### config.mk
export PLATFORM = sky130hd
export DESIGN_NAME = cau_div_step
export DESIGN_NICKNAME = d
export VERILOG_FILES = /design/src/rtl/core/cau_pkg.sv /design/src/rtl/core/cau_div_step.sv
export SDC_FILE = /design/constraint.sdc
export NUM_CORES = 1
export LEC_CHECK = 0
export ABC_AREA = 0
export BUFFER_PORTS_ARGS = -buffer_cell sky130_fd_sc_hd__buf_2
export CAP_MARGIN = 20
export CELL_PAD_IN_SITES_DETAIL_PLACEMENT = 1
export CELL_PAD_IN_SITES_GLOBAL_PLACEMENT = 2
export CORE_MARGIN = 2
export CORE_UTILIZATION = 30
export CTS_CLUSTER_DIAMETER = 30
export CTS_CLUSTER_SIZE = 12
export DETAILED_ROUTE_END_ITERATION = 8
export PLACE_DENSITY_LB_ADDON = 0.08
export SKIP_LAST_GASP = 1
export SLEW_MARGIN = 20
export SYNTH_ARGS = -nofsm -noshare
export SYNTH_HDL_FRONTEND = slang
export SYNTH_SLANG_ARGS = --single-unit
### constraint.sdc
create_clock -name clk -period 1.5 [get_ports clk]
set_clock_uncertainty 0.2 [all_clocks]
set_input_delay 0.15 -clock clk [delete_from_list [all_inputs] [get_ports clk]]
set_output_delay 0.15 -clock clk [all_outputs]
set_load 0.05 [all_outputs]
### src/rtl/core/cau_pkg.sv
// shared types and constants of the complex arithmetic unit
// no dependencies
`default_nettype none

package cau_pkg;

    localparam int DATA_WIDTH = 32;
    localparam int FRAC_BITS  = 16;
    localparam int PROD_W     = 2 * DATA_WIDTH;
    localparam int SUM_W      = PROD_W + 1;
    localparam int MAG_W      = PROD_W;
    localparam int REM_W      = 3 * DATA_WIDTH;
    localparam int QIDX_W     = $clog2(DATA_WIDTH);

    localparam logic [1:0] OP_ADD = 2'd0;
    localparam logic [1:0] OP_SUB = 2'd1;
    localparam logic [1:0] OP_MUL = 2'd2;
    localparam logic [1:0] OP_DIV = 2'd3;

    localparam logic [DATA_WIDTH-1:0] SAT_MAX = {1'b0, {(DATA_WIDTH-1){1'b1}}};
    localparam logic [DATA_WIDTH-1:0] SAT_MIN = {1'b1, {(DATA_WIDTH-1){1'b0}}};

    typedef struct packed {
        logic [1:0]                   operation;
        logic signed [DATA_WIDTH-1:0] a_re;
        logic signed [DATA_WIDTH-1:0] a_im;
        logic signed [DATA_WIDTH-1:0] b_re;
        logic signed [DATA_WIDTH-1:0] b_im;
    } in_item_t;

    typedef struct packed {
        logic signed [DATA_WIDTH-1:0] res_re;
        logic signed [DATA_WIDTH-1:0] res_im;
        logic                         overflow;
        logic                         div_by_zero;
    } out_item_t;

    // products and short sums after the first stage
    typedef struct packed {
        logic [1:0]               op;
        logic signed [PROD_W-1:0] ac;
        logic signed [PROD_W-1:0] bd;
        logic signed [PROD_W-1:0] ad;
        logic signed [PROD_W-1:0] bc;
        logic signed [PROD_W-1:0] cc;
        logic signed [PROD_W-1:0] dd;
        logic [DATA_WIDTH:0]      s_re;
        logic [DATA_WIDTH:0]      s_im;
    } prod_t;

    typedef struct packed {
        logic [1:0]        op;
        logic [SUM_W-1:0]  re;
        logic [SUM_W-1:0]  im;
        logic [PROD_W-1:0] den;
    } sum_t;

    typedef struct packed {
        logic [1:0]        op;
        logic              re_neg;
        logic              im_neg;
        logic [MAG_W-1:0]  re_mag;
        logic [MAG_W-1:0]  im_mag;
        logic [PROD_W-1:0] den;
    } mag_t;

    // one result part: sign, magnitude low bits, magnitude too large, remainder
    typedef struct packed {
        logic                  neg;
        logic                  big;
        logic [DATA_WIDTH-1:0] q;
        logic [REM_W-1:0]      rem;
    } lane_t;

    typedef struct packed {
        logic              is_div;
        logic              dz;
        logic [PROD_W-1:0] den;
        lane_t             re;
        lane_t             im;
    } div_t;

    typedef struct packed {
        logic [DATA_WIDTH-1:0] val;
        logic                  ovf;
    } sat_t;

endpackage

`default_nettype wire

### src/rtl/core/cau_div_step.sv
// one restoring division step for both result parts
// depends on cau_pkg
`default_nettype none

module cau_div_step
    import cau_pkg::*;
(
    input  wire logic              clk,
    input  wire logic              rst_n,
    input  wire logic              en,
    input  wire logic [QIDX_W-1:0] step,
    input  wire logic              in_valid,
    input  wire div_t              in_div,
    output logic                   out_valid,
    output div_t                   out_div
);

    logic valid_reg;
    div_t div_reg;
    div_t div_next;
    logic [REM_W-1:0] den_sh;

    function automatic lane_t do_step(lane_t l, logic active, logic [REM_W-1:0] dsh,
                                      logic [QIDX_W-1:0] idx);
        lane_t r;
        begin
            r = l;
            if (active && !l.big && (l.rem >= dsh))
            begin
                r.rem    = l.rem - dsh;
                r.q[idx] = 1'b1;
            end
            return r;
        end
    endfunction

    always_comb
    begin
        den_sh   = {{DATA_WIDTH{1'b0}}, in_div.den} << step;
        div_next = in_div;
        div_next.re = do_step(in_div.re, in_div.is_div, den_sh, step);
        div_next.im = do_step(in_div.im, in_div.is_div, den_sh, step);
    end

    always_ff @(posedge clk or negedge rst_n)
    begin
        if (!rst_n)
            valid_reg <= 1'b0;
        else if (en)
            valid_reg <= in_valid;
    end

    always_ff @(posedge clk)
    begin
        if (en)
            div_reg <= div_next;
    end

    assign out_valid = valid_reg;
    assign out_div   = div_reg;

endmodule

`default_nettype wire

==> results by group <==
GRT
  • Global-route wire length before repair: 255000 um
  • Vias in the first global route: 38688
  • Overflow left after global routing: 0
  • Largest net degree at the start of global routing: 60
  • Initial antenna violation count: 21
  • Gr usage total: 35.1%

Power and ir drop
  • Pwr dens: 1120 nW/um2
  • Design Power: 60.1 mW
  • Max IR drop VDD: 1.14 mV
  • Leak: 24.1 nW

Critical path
  • FF-to-FF path depth: 2
  • CP max stage delay: 550 ps
  • Crit path max fanout: 8
  • Delay-heaviest family, CP: compound AO/OA/AOI/OAI gates
  • WS Path Type: input pin to flip-flop
  • CP bufs+invs: 9
  • CP dominant cell by count: buf_12
  • Critical R2R Launch: out_valid
  • CP startpoint: step[0]
  • WP data required: 1690 ps
  • Max stage delay cell, worst path: mux4_2
  • Worst Path Arrival: 5110 ps
  • Worst r2r dst: out_valid
  • Reg-to-reg setup timing slack: -20 ps
  • Critical Path Source Type: input pin
  • Critical path capture point type: flip-flop

CTS
  • # hold bufs at CTS: 339
  • TritonCTS Buffers: 86
  • CTS Sinks: 327
  • Clock tree buffer depth: 3
  • H-tree depth: 3
  • Root Buffer: clkbuf_16
  • CTS tree: built
  • Worst skew pair latency: 680 ps
  • Worst-path clk slew: 50 ps

Min path
  • Hold path cells: 3
  • Hold EP: out_div[1]
  • Type of the worst min-delay path: input pin to flip-flop
  • Worst Min Path Start: in_div[1]

Routing
  • Vias: 35954
  • DR DRC count: 0
  • Initial DRT Pass Iterations: 5
  • Routed Antenna Nets: 0
  • Drt wl/cell: 26.3 um
  • Vias per cell: 5.35
  • 1st-iter DRT viols: 2416
  • Wirelength, routed: 177000 um

STA
  • Fin Hold WS: -225 ps
  • RSZ-0062 raised after global routing: yes
  • Setup tns final: -879290 ps
  • Max frequency: 203 MHz
  • Final setup fails: 813
  • Max-slew headroom: 41.5%
  • Final hold violation count: 3
  • Tightest Pin Transition: 870 ps
  • Tmin final: 4920 ps
  • Minimum setup slack in the final design: -3420 ps
  • Post-route clock period utilization: 328%
  • Final slew viol count: 0

Synth
  • Share of the yosys chip area belonging to registers: 34.7%
  • Ys Warns: 0
  • Post-Syn Instances: 3140
  • Post-synth EDFFs: 326
  • Syn Nets: 3667
  • Async S/R FF share, synth: 0.306%
  • Yosys reg bits: 327
  • Ys flop type: edfxtp_1
  • Avg Cell Area, Syn: 9.02 um2
  • Mapped Area: 28300 um2
  • Netlist cell types: 89

Floorplanning
  • Die height: 311 um
  • Ports: 662
  • # rows: 112
  • Core box area: 93500 um2
  • Initial core utilization: 30.3%
  • Die width: 311 um
  • Die Footprint: 96900 um2

Cells and area
  • Filler cells: 10629
  • Non-filler cells, final: 6720
  • Nets: 5913
  • Area delta synth->final: 88.8%
  • Share of layout cells above drive strength 1: 50.8%
  • Area taken by multi-input logic gates: 20500 um2
  • Sequential Area: 9810 um2

Run
  • Max cap viols: 0

Placement
  • Dpl ws: -4760 ps
  • Final HPWL DP: 136000 um
  • Placer Congestion: 0.983
  • Placed Instances: 6089
  • Port Buffers: 661

Status
  • Failing checks: negative hold slack, negative setup slack
  • Outcome: complete, but fails checks
-- per-stage QoR --
step | util [%] | instance area [um2]
final | 57.2 | 53500
after global routing | 57.2 | 53400
after CTS | 55.8 | 52200
after detailed placement | 45.2 | 42200
after global placement | 45.2 | 42200
after floorplan | - | 28800
-- synth_stat cells, types with 8 or more instances --
cell	n	share of area, %
nand2_1	447	5.9
o21ai_0	342	6.0
edfxtp_1	326	35
a21oi_1	249	4.4
ha_1	190	8.4
a21o_1	171	4.5
nor2_1	150	2.0
clkbuf_1	148	2.0
xnor2_1	108	3.3
nand4_1	80	1.8
mux2_2	78	3.1
xor2_1	72	2.2
mux2i_1	63	2.2
inv_1	62	0.82
mux4_2	46	3.7
nand3_1	46	0.81
o21bai_1	44	1.2
nor3_1	38	0.67
a31oi_1	31	0.68
buf_2	26	0.46
and2_1	25	0.55
o21a_1	25	0.66
and3_1	24	0.53
nor2b_1	24	0.53
nand2b_1	21	0.46
o31ai_1	21	0.56
nor4_1	18	0.40
buf_1	17	0.23
a21boi_0	15	0.40
a31o_2	15	0.46
a211oi_1	14	0.37
o211ai_1	14	0.37
or2_2	14	0.31
o21ai_1	13	0.23
buf_4	12	0.32
or3_1	12	0.27
a22oi_1	10	0.27
and4_1	10	0.31
a211o_1	8	0.25
-- layout make-up --
class,count,area share (%)
sequential,327,18.4
tap,1254,2.93
clock inverter,61,1.35
timing repair buffer,2364,34.5
multi-input combinational,2544,38.3
inverter,63,0.445
clock buffer,96,4.10
antenna,11,0.0515
-- placed cells by master, fill, tap and decap left out, types with 55 or more instances in the layout --
cell	n
buf_2	656
nor2_1	134
o21ai_1	97
nand4_1	80
nand2_1	395
a21o_1	170
inv_1	60
edfxtp_1	326
a21oi_2	55
xor2_1	71
clkbuf_16	90
buf_4	1247
dlygate4sd3_1	337
a21oi_1	187
o21ai_2	83
xnor2_1	104
ha_1	136
o21ai_0	164
-- worst reg2reg max path, delay by kind of cell, from the launching register on --
| kind | cells | cell delay (ps) |
|---|---|---|
| flip-flops | 1 | 380 |
| buffers and inverters | 1 | 570 |
| multiplexers | 1 | 250 |
-- logic make-up (layout without fill, tap and decap cells) --
logic type | count (synthesis) | in the layout | share of synthesized area, %
AO/OA/AOI/OAI | 1054 | 1054 | 23.1
AND/OR/NAND/NOR | 931 | 931 | 15.2
flip-flops | 327 | 327 | 34.7
buffers and inverters | 269 | 2584 | 3.92
adder cells (fa/ha/maj) | 192 | 192 | 8.54
multiplexers | 187 | 187 | 8.99
XOR/XNOR | 180 | 180 | 5.57
other | 0 | 11 | 0
-- timing repair --
item / in CTS / in global routing
endpoints found under the hold margin: 577 / 3
resized for setup: 536 / 275
cloned: 24 / 4
setup endpoints to repair: 583 / 813
setup buffers: 88 / 20
pin swaps: 136 / 97
-- report_power, final --
group	switching [mW]	total (mW)	internal [mW]	leakage, nW
combinational	16.9	29.9	13.0	19.6
clock	6.44	18.6	12.2	1.38
sequential	0.382	11.6	11.2	3.20
total	23.7	60.1	36.4	24.1
-- registers in the layout (all words and copies together), names as in the netlist --
name       count
out_div      326
out_valid      1
-- metal layers --
| metal | part of all wire [%] | track usage [%] |
|---|---|---|
| met2 | 49 | 60.8 |
| met3 | 5.5 | 5.81 |
| met1 | 41 | 43.5 |
| met5 | 0.024 | 0 |
| met4 | 4.3 | 13.7 |
-- worst max-delay path by stage --
stage / to / cells past startpoint / slack, ps
floorplan: out_div[94] / 20 / -3130
global placement: out_div[214] / 21 / -4660
detailed placement: out_div[222] / 24 / -4760
CTS: out_div[222] / 26 / -3290
global route: out_div[222] / 26 / -3530
finish: out_div[222] / 26 / -3420
Power figures use the tool's default switching activity.
