<file path="config.mk">
export PLATFORM = sky130hd
export DESIGN_NAME = cau_prep
export DESIGN_NICKNAME = d
export VERILOG_FILES = /design/src/rtl/core/cau_pkg.sv /design/src/rtl/core/cau_prep.sv
export SDC_FILE = /design/constraint.sdc
export NUM_CORES = 1
export LEC_CHECK = 0
export BUFFER_PORTS_ARGS = -buffer_cell sky130_fd_sc_hd__buf_4
export CAP_MARGIN = 30
export CORE_ASPECT_RATIO = 0.7
export CORE_MARGIN = 5
export CORE_UTILIZATION = 40
export CTS_BUF_LIST = sky130_fd_sc_hd__clkbuf_4
export DETAILED_ROUTE_END_ITERATION = 16
export GPL_ROUTABILITY_DRIVEN = 0
export HOLD_SLACK_MARGIN = 0.06
export PLACE_DENSITY = 0.6
export SKIP_LAST_GASP = 1
export SLEW_MARGIN = 20
export SYNTH_ARGS = -nofsm -noshare
export SYNTH_HDL_FRONTEND = slang
export SYNTH_SLANG_ARGS = --single-unit
export TNS_END_PERCENT = 30
</file>
<file path="constraint.sdc">
create_clock -name clk -period 4.8 [get_ports clk]
set_input_delay 0.24 -clock clk [delete_from_list [all_inputs] [get_ports clk]]
set_output_delay 0.24 -clock clk [all_outputs]
set_load 0.1 [all_outputs]
</file>
<file path="src/rtl/core/cau_pkg.sv">
// shared types and constants of the complex arithmetic unit
// no dependencies
`default_nettype none

package cau_pkg;

    localparam int DATA_WIDTH = 32;
    localparam int FRAC_BITS  = 16;
    localparam int PROD_W     = 2 * DATA_WIDTH;
    localparam int SUM_W      = PROD_W + 1;
    localparam int MAG_W      = PROD_W;
    localparam int REM_W      = 3 * DATA_WIDTH;
    localparam int QIDX_W     = $clog2(DATA_WIDTH);

    localparam logic [1:0] OP_ADD = 2'd0;
    localparam logic [1:0] OP_SUB = 2'd1;
    localparam logic [1:0] OP_MUL = 2'd2;
    localparam logic [1:0] OP_DIV = 2'd3;

    localparam logic [DATA_WIDTH-1:0] SAT_MAX = {1'b0, {(DATA_WIDTH-1){1'b1}}};
    localparam logic [DATA_WIDTH-1:0] SAT_MIN = {1'b1, {(DATA_WIDTH-1){1'b0}}};

    typedef struct packed {
        logic [1:0]                   operation;
        logic signed [DATA_WIDTH-1:0] a_re;
        logic signed [DATA_WIDTH-1:0] a_im;
        logic signed [DATA_WIDTH-1:0] b_re;
        logic signed [DATA_WIDTH-1:0] b_im;
    } in_item_t;

    typedef struct packed {
        logic signed [DATA_WIDTH-1:0] res_re;
        logic signed [DATA_WIDTH-1:0] res_im;
        logic                         overflow;
        logic                         div_by_zero;
    } out_item_t;

    // products and short sums after the first stage
    typedef struct packed {
        logic [1:0]               op;
        logic signed [PROD_W-1:0] ac;
        logic signed [PROD_W-1:0] bd;
        logic signed [PROD_W-1:0] ad;
        logic signed [PROD_W-1:0] bc;
        logic signed [PROD_W-1:0] cc;
        logic signed [PROD_W-1:0] dd;
        logic [DATA_WIDTH:0]      s_re;
        logic [DATA_WIDTH:0]      s_im;
    } prod_t;

    typedef struct packed {
        logic [1:0]        op;
        logic [SUM_W-1:0]  re;
        logic [SUM_W-1:0]  im;
        logic [PROD_W-1:0] den;
    } sum_t;

    typedef struct packed {
        logic [1:0]        op;
        logic              re_neg;
        logic              im_neg;
        logic [MAG_W-1:0]  re_mag;
        logic [MAG_W-1:0]  im_mag;
        logic [PROD_W-1:0] den;
    } mag_t;

    // one result part: sign, magnitude low bits, magnitude too large, remainder
    typedef struct packed {
        logic                  neg;
        logic                  big;
        logic [DATA_WIDTH-1:0] q;
        logic [REM_W-1:0]      rem;
    } lane_t;

    typedef struct packed {
        logic              is_div;
        logic              dz;
        logic [PROD_W-1:0] den;
        lane_t             re;
        lane_t             im;
    } div_t;

    typedef struct packed {
        logic [DATA_WIDTH-1:0] val;
        logic                  ovf;
    } sat_t;

endpackage

`default_nettype wire

</file>
<file path="src/rtl/core/cau_prep.sv">
// stages two to four: combine products, take magnitudes, set up the divider
// depends on cau_pkg
`default_nettype none

module cau_prep
    import cau_pkg::*;
(
    input  wire logic  clk,
    input  wire logic  rst_n,
    input  wire logic  en,
    input  wire logic  in_valid,
    input  wire prod_t in_prod,
    output logic       out_valid,
    output div_t       out_div
);

    logic [2:0] valid_reg;
    sum_t       sum_reg;
    sum_t       sum_next;
    mag_t       mag_reg;
    mag_t       mag_next;
    div_t       div_reg;
    div_t       div_next;
    logic [SUM_W-1:0] re_negated;
    logic [SUM_W-1:0] im_negated;

    function automatic lane_t make_lane(logic [1:0] op, logic neg, logic [MAG_W-1:0] mag,
                                        logic [PROD_W-1:0] den);
        lane_t            l;
        logic [MAG_W-1:0] sh;
        logic [REM_W-1:0] x;
        logic [REM_W-1:0] top;
        begin
            sh  = mag >> FRAC_BITS;
            x   = {{DATA_WIDTH{1'b0}}, mag} << FRAC_BITS;
            top = {{DATA_WIDTH{1'b0}}, den} << DATA_WIDTH;
            l.neg = neg;
            unique case (op)
                OP_MUL:
                begin
                    l.big = |sh[MAG_W-1:DATA_WIDTH];
                    l.q   = sh[DATA_WIDTH-1:0];
                    l.rem = '0;
                end
                OP_DIV:
                begin
                    // quotient needs more than the field width
                    l.big = (x >= top);
                    l.q   = '0;
                    l.rem = x;
                end
                default:
                begin
                    l.big = |mag[MAG_W-1:DATA_WIDTH];
                    l.q   = mag[DATA_WIDTH-1:0];
                    l.rem = '0;
                end
            endcase
            return l;
        end
    endfunction

    always_comb
    begin
        sum_next.op  = in_prod.op;
        sum_next.den = in_prod.cc[PROD_W-1:0] + in_prod.dd[PROD_W-1:0];
        unique case (in_prod.op)
            OP_MUL:
            begin
                sum_next.re = {in_prod.ac[PROD_W-1], in_prod.ac}
                            - {in_prod.bd[PROD_W-1], in_prod.bd};
                sum_next.im = {in_prod.ad[PROD_W-1], in_prod.ad}
                            + {in_prod.bc[PROD_W-1], in_prod.bc};
            end
            OP_DIV:
            begin
                sum_next.re = {in_prod.ac[PROD_W-1], in_prod.ac}
                            + {in_prod.bd[PROD_W-1], in_prod.bd};
                sum_next.im = {in_prod.bc[PROD_W-1], in_prod.bc}
                            - {in_prod.ad[PROD_W-1], in_prod.ad};
            end
            default:
            begin
                sum_next.re = {{(SUM_W-DATA_WIDTH-1){in_prod.s_re[DATA_WIDTH]}}, in_prod.s_re};
                sum_next.im = {{(SUM_W-DATA_WIDTH-1){in_prod.s_im[DATA_WIDTH]}}, in_prod.s_im};
            end
        endcase
    end

    always_comb
    begin
        re_negated       = ~sum_reg.re + {{(SUM_W-1){1'b0}}, 1'b1};
        im_negated       = ~sum_reg.im + {{(SUM_W-1){1'b0}}, 1'b1};
        mag_next.op      = sum_reg.op;
        mag_next.den     = sum_reg.den;
        mag_next.re_neg  = sum_reg.re[SUM_W-1];
        mag_next.im_neg  = sum_reg.im[SUM_W-1];
        mag_next.re_mag  = sum_reg.re[SUM_W-1] ? re_negated[MAG_W-1:0] : sum_reg.re[MAG_W-1:0];
        mag_next.im_mag  = sum_reg.im[SUM_W-1] ? im_negated[MAG_W-1:0] : sum_reg.im[MAG_W-1:0];
    end

    always_comb
    begin
        div_next.is_div = (mag_reg.op == OP_DIV);
        div_next.dz     = (mag_reg.op == OP_DIV) && (mag_reg.den == '0);
        div_next.den    = mag_reg.den;
        div_next.re     = make_lane(mag_reg.op, mag_reg.re_neg, mag_reg.re_mag, mag_reg.den);
        div_next.im     = make_lane(mag_reg.op, mag_reg.im_neg, mag_reg.im_mag, mag_reg.den);
    end

    always_ff @(posedge clk or negedge rst_n)
    begin
        if (!rst_n)
            valid_reg <= '0;
        else if (en)
            valid_reg <= {valid_reg[1:0], in_valid};
    end

    always_ff @(posedge clk)
    begin
        if (en)
        begin
            sum_reg <= sum_next;
            mag_reg <= mag_next;
            div_reg <= div_next;
        end
    end

    assign out_valid = valid_reg[2];
    assign out_div   = div_reg;

endmodule

`default_nettype wire

</file>
==> parameters.txt <==
Parameter                              Value

Floorplan
  Die Wd    397 um
  Area of the die    111000 um^2
  Die Y-Extent    281 um
  I/O pin cnt    783
  Number of placement rows    99
  Initial Util    between 40% and 50%
  Floorplan Core Area    104000 um^2

Route
  Detailed Routing Iterations Pass 1    6
  DR vias    38316
  Wirelength per Cell    21.0 um
  Final ANT Viol Nets    0
  Number of DRC markers in iteration 0    3156
  DRC    0
  Wire length after detailed routing    151 mm
  Post-DR vias/cell    5.33

Clock tree
  Number of buffers added by the clock tree synthesis step    165
  H-tree levels    4
  Worst skew pair latency    1020 ps
  Count of clock tree sinks    657
  Clock Root Buffer    sky130_fd_sc_hd__clkbuf_4
  Max Root-Sink Buffers    3
  Clock-pin slew on the worst setup and hold paths    70 ps
  Clock tree from TritonCTS    done

Logic synthesis
  Number of flops mapped to enable cells by yosys    654
  Fraction of the mapped netlist area in compound gates    16.1%
  Count of distinct cell types in the synthesized netlist    85
  Largest cells by area after synthesis    sky130_fd_sc_hd__edfxtp_1 (47%), sky130_fd_sc_hd__ha_1 (8.7%), sky130_fd_sc_hd__xnor2_1 (6.0%), sky130_fd_sc_hd__a21oi_1 (3.7%), sky130_fd_sc_hd__xor2_1 (2.8%)
  Seq/Total Area, Yosys    a little under half
  Largest family of logic cells by synthesized area    compound AO/OA/AOI/OAI gates
  Share of synthesized cell area in full adder, half adder and majority cells    roughly 8.8%
  Cell type contributing the most total cell area after synthesis    sky130_fd_sc_hd__edfxtp_1
  Post-synthesis mux area share    1.47%
  Seq cells post-synth    around 660
  Leading register cell type out of synthesis    sky130_fd_sc_hd__edfxtp_1
  Area fraction in and, or, nand and nor cells after synthesis    13.3%
  Ys Warns    0
  Share of synthesized flip-flops with an asynchronous set or reset    0.457%
  Commonest cells in the synthesized netlist    sky130_fd_sc_hd__edfxtp_1 (654), sky130_fd_sc_hd__a21oi_1 (313), sky130_fd_sc_hd__nand2_1 (307), sky130_fd_sc_hd__ha_1 (291), sky130_fd_sc_hd__xnor2_1 (289)
  Gate Count Post-Synth    ~4000
  Syn_area_per_cell    10.4 um^2
  Post-Synth XOR/XNOR Area    8.88%
  Dominant cell by count in the synthesized netlist    sky130_fd_sc_hd__edfxtp_1
  Area share of the largest cell type after synthesis    46.9%
  Netlist Area Pre-Place    41900 um^2

Critical path
  Source of the critical timing path    in_prod[130]
  Buf/Inv on CP    5
  Maximum cell stage delay along the critical path    ~600 ps
  Signal arrival time at the worst endpoint    5640 ps
  Cell-by-cell listing of the critical path    dlygate4sd3_1 -> buf_4 -> dlygate4sd3_1 -> ha_1 -> inv_1 -> fa_1 -> nor2b_1 -> o31a_1 -> o31ai_1 -> a211oi_1 -> o211ai_1 -> a211oi_1 -> o31ai_1 -> nand2_1 -> o21ai_0 -> o31ai_1 -> xor2_1 -> dlygate4sd3_1
  Startpoint type of the worst setup path    primary input
  Classification of the worst setup path    in2reg
  Category of the worst setup path capture point    flip-flop
  Data required, critical path    5520 ps
  Kind of cell adding the most delay to the critical path    compound AO/OA/AOI/OAI gates
  Beginning of the worst register-to-register path    sum_reg[68]
  Maximum fanout encountered on the critical timing path    4
  Worst path slowest cell    sky130_fd_sc_hd__o31ai_1

Status
  Status    finished, violations left
  Violated checks    setup timing

Timing
  Number of pins with negative max-slew slack in the final report    0
  Worst Clk Skew    just under 60 ps
  Worst-case headroom to the max-slew limit    35.6%
  Timing-limited maximum frequency    203 MHz
  Endpoints failing setup    3
  Time the final worst path needs with I/O delays and setup    about 4900 ps
  Final Hold Viols    0
  Min Hold Slack    just over 200 ps
  Fin worst setup slack    -121 ps
  Setup repair after global routing missed its margin    true
  Fraction of the cycle the final worst path needs    103%
  Worst Tran Pin Value    966 ps

Pwr
  Cell area power density    approximately 340 nW/um^2
  Peak supply drop    170 uV
  Leakage component of the power    25.2 nW
  Overall Power    0.0204 W

Global route
  Global-route usage over all layers    26.1%
  Global-route wire length before repair    224 mm
  Aggregate global routing overflow    0
  Via count of the first global-routing pass    37996
  Initial antenna violation count    4
  Pin count of the biggest net entering global routing    roughly 200

Placement
  Post-Place Cells    between 6000 and 7000
  Placed wire-length estimate    around 120 mm
  DP Area    51600 um^2
  I/O Buffers    718

Final layout
  Final instance area    59100 um^2
  P&R area growth vs syn    41.1%
  Final core utilization    56.8%
  Count of placed standard cells in the final layout, fillers left out    7188
  Storage cell area    19700 um^2
  # nets final    6455
  FILL cells    approximately 9000
  Fraction of layout instances using a drive strength above 1    26.7%
  Combined area of the multi-input logic cells    20900 um^2
  Number of flip-flops in the largest register    between 200 and 300

Worst hold path
  Worst Min Path Start    in_prod[296]
  Type of the most critical hold path    in2reg

Flow run
  Maximum Capacitance Violations    0
## area by class of cell
class | count | area share (%)
Antenna cell | 8 | 0.0339
Clock inverter | 60 | 0.660
Clock buffer | 219 | 2.78
Tap cell | 1363 | 2.88
Sequential cell | 657 | 33.3
Multi-Input combinational cell | 3017 | 35.3
Inverter | 179 | 1.14
Timing Repair Buffer | 1685 | 23.8
## cells in the final DEF (no fill, tap or decap), types with 12 or more instances in the layout
cell type                          n
sky130_fd_sc_hd__xnor2_1         289
sky130_fd_sc_hd__buf_4          1150
sky130_fd_sc_hd__a211oi_1         21
sky130_fd_sc_hd__a21oi_1         308
sky130_fd_sc_hd__o21bai_1         31
sky130_fd_sc_hd__inv_1           178
sky130_fd_sc_hd__conb_1           64
sky130_fd_sc_hd__o21a_1           26
sky130_fd_sc_hd__a31oi_1          20
sky130_fd_sc_hd__nor4_1           68
sky130_fd_sc_hd__mux2_2           53
sky130_fd_sc_hd__o21ai_0         224
sky130_fd_sc_hd__clkinv_2         13
sky130_fd_sc_hd__ha_1            291
sky130_fd_sc_hd__nor3_1           57
sky130_fd_sc_hd__and2_1           12
sky130_fd_sc_hd__clkinv_1         31
sky130_fd_sc_hd__nand4_1          75
sky130_fd_sc_hd__dlygate4sd3_1   524
sky130_fd_sc_hd__nor2b_1          46
sky130_fd_sc_hd__nand2b_1         43
sky130_fd_sc_hd__or4_1            28
sky130_fd_sc_hd__or3_1            31
sky130_fd_sc_hd__o22ai_1          65
sky130_fd_sc_hd__xor2_1          136
sky130_fd_sc_hd__a21o_1          145
sky130_fd_sc_hd__edfxtp_1        654
sky130_fd_sc_hd__nand2_1         303
sky130_fd_sc_hd__clkbuf_4        219
sky130_fd_sc_hd__nand3_1          52
sky130_fd_sc_hd__o211ai_1         15
sky130_fd_sc_hd__o31ai_1          68
sky130_fd_sc_hd__and3_1           83
sky130_fd_sc_hd__nor2_1          239
sky130_fd_sc_hd__o41ai_1          32
## kinds of logic (layout without fill, tap and decap cells)
| family | Yosys count | in the layout |
|---|---|---|
| and+or+nand+nor | 1109 | 1109 |
| AOI/OAI and AO/OA | 1070 | 1070 |
| DFF | 657 | 657 |
| xor gates and xnor gates | 425 | 425 |
| buffers and inverters | 412 | 2143 |
| adders and majority gates | 294 | 294 |
| muxes | 55 | 55 |
| other | 1 | 72 |
## metrics by stage
step / setup WS, ps / TNS, ps
after floorplan: -268 / -987
after global routing: -105 / -607
final: -121 / -211
after CTS: 31.2 / 0
after detailed placement: -823 / -13820
after global placement: -664 / -11590
## metal layers
metal	track usage (%)	vias up	share of wire, %
li1	-	18375	-
met1	35.9	18242	44
met2	40.9	1431	45
met3	4.99	268	6.9
met4	10.1	0	3.8
met5	0	-	0
## power breakdown
| part | internal, W | switching [W] |
|---|---|---|
| combinational | 0.00315 | 0.00445 |
| sequential | 0.00733 | 0.000760 |
| clock | 0.00235 | 0.00233 |
## worst min-delay path, delay by kind of cell
kind	cells	cell delay [ps]
XOR/XNOR	2	290
buffers and inverters	2	250
adder cells (fa/ha/maj)	1	190
AO/OA/AOI/OAI	1	120
## path summary, 6_finish.rpt
path	endpoint	slack [ps]	cells after the start
max reg2reg	mag_reg[119]	400	11
min	sum_reg[102]	210	6
min reg2reg	div_next[270]	410	0
min in group asynchronous	valid_reg[1]	640	4
max	mag_next[62]	-120	18
max in group asynchronous	valid_reg[2]	3980	4
## what timing repair did
item,in CTS,in global routing
setup endpoints to repair,0,27
endpoints found under the hold margin,330,0
setup buffers,0,2
hold buffers,526,0
resized for setup,0,42
Power figures use the tool's default switching activity.
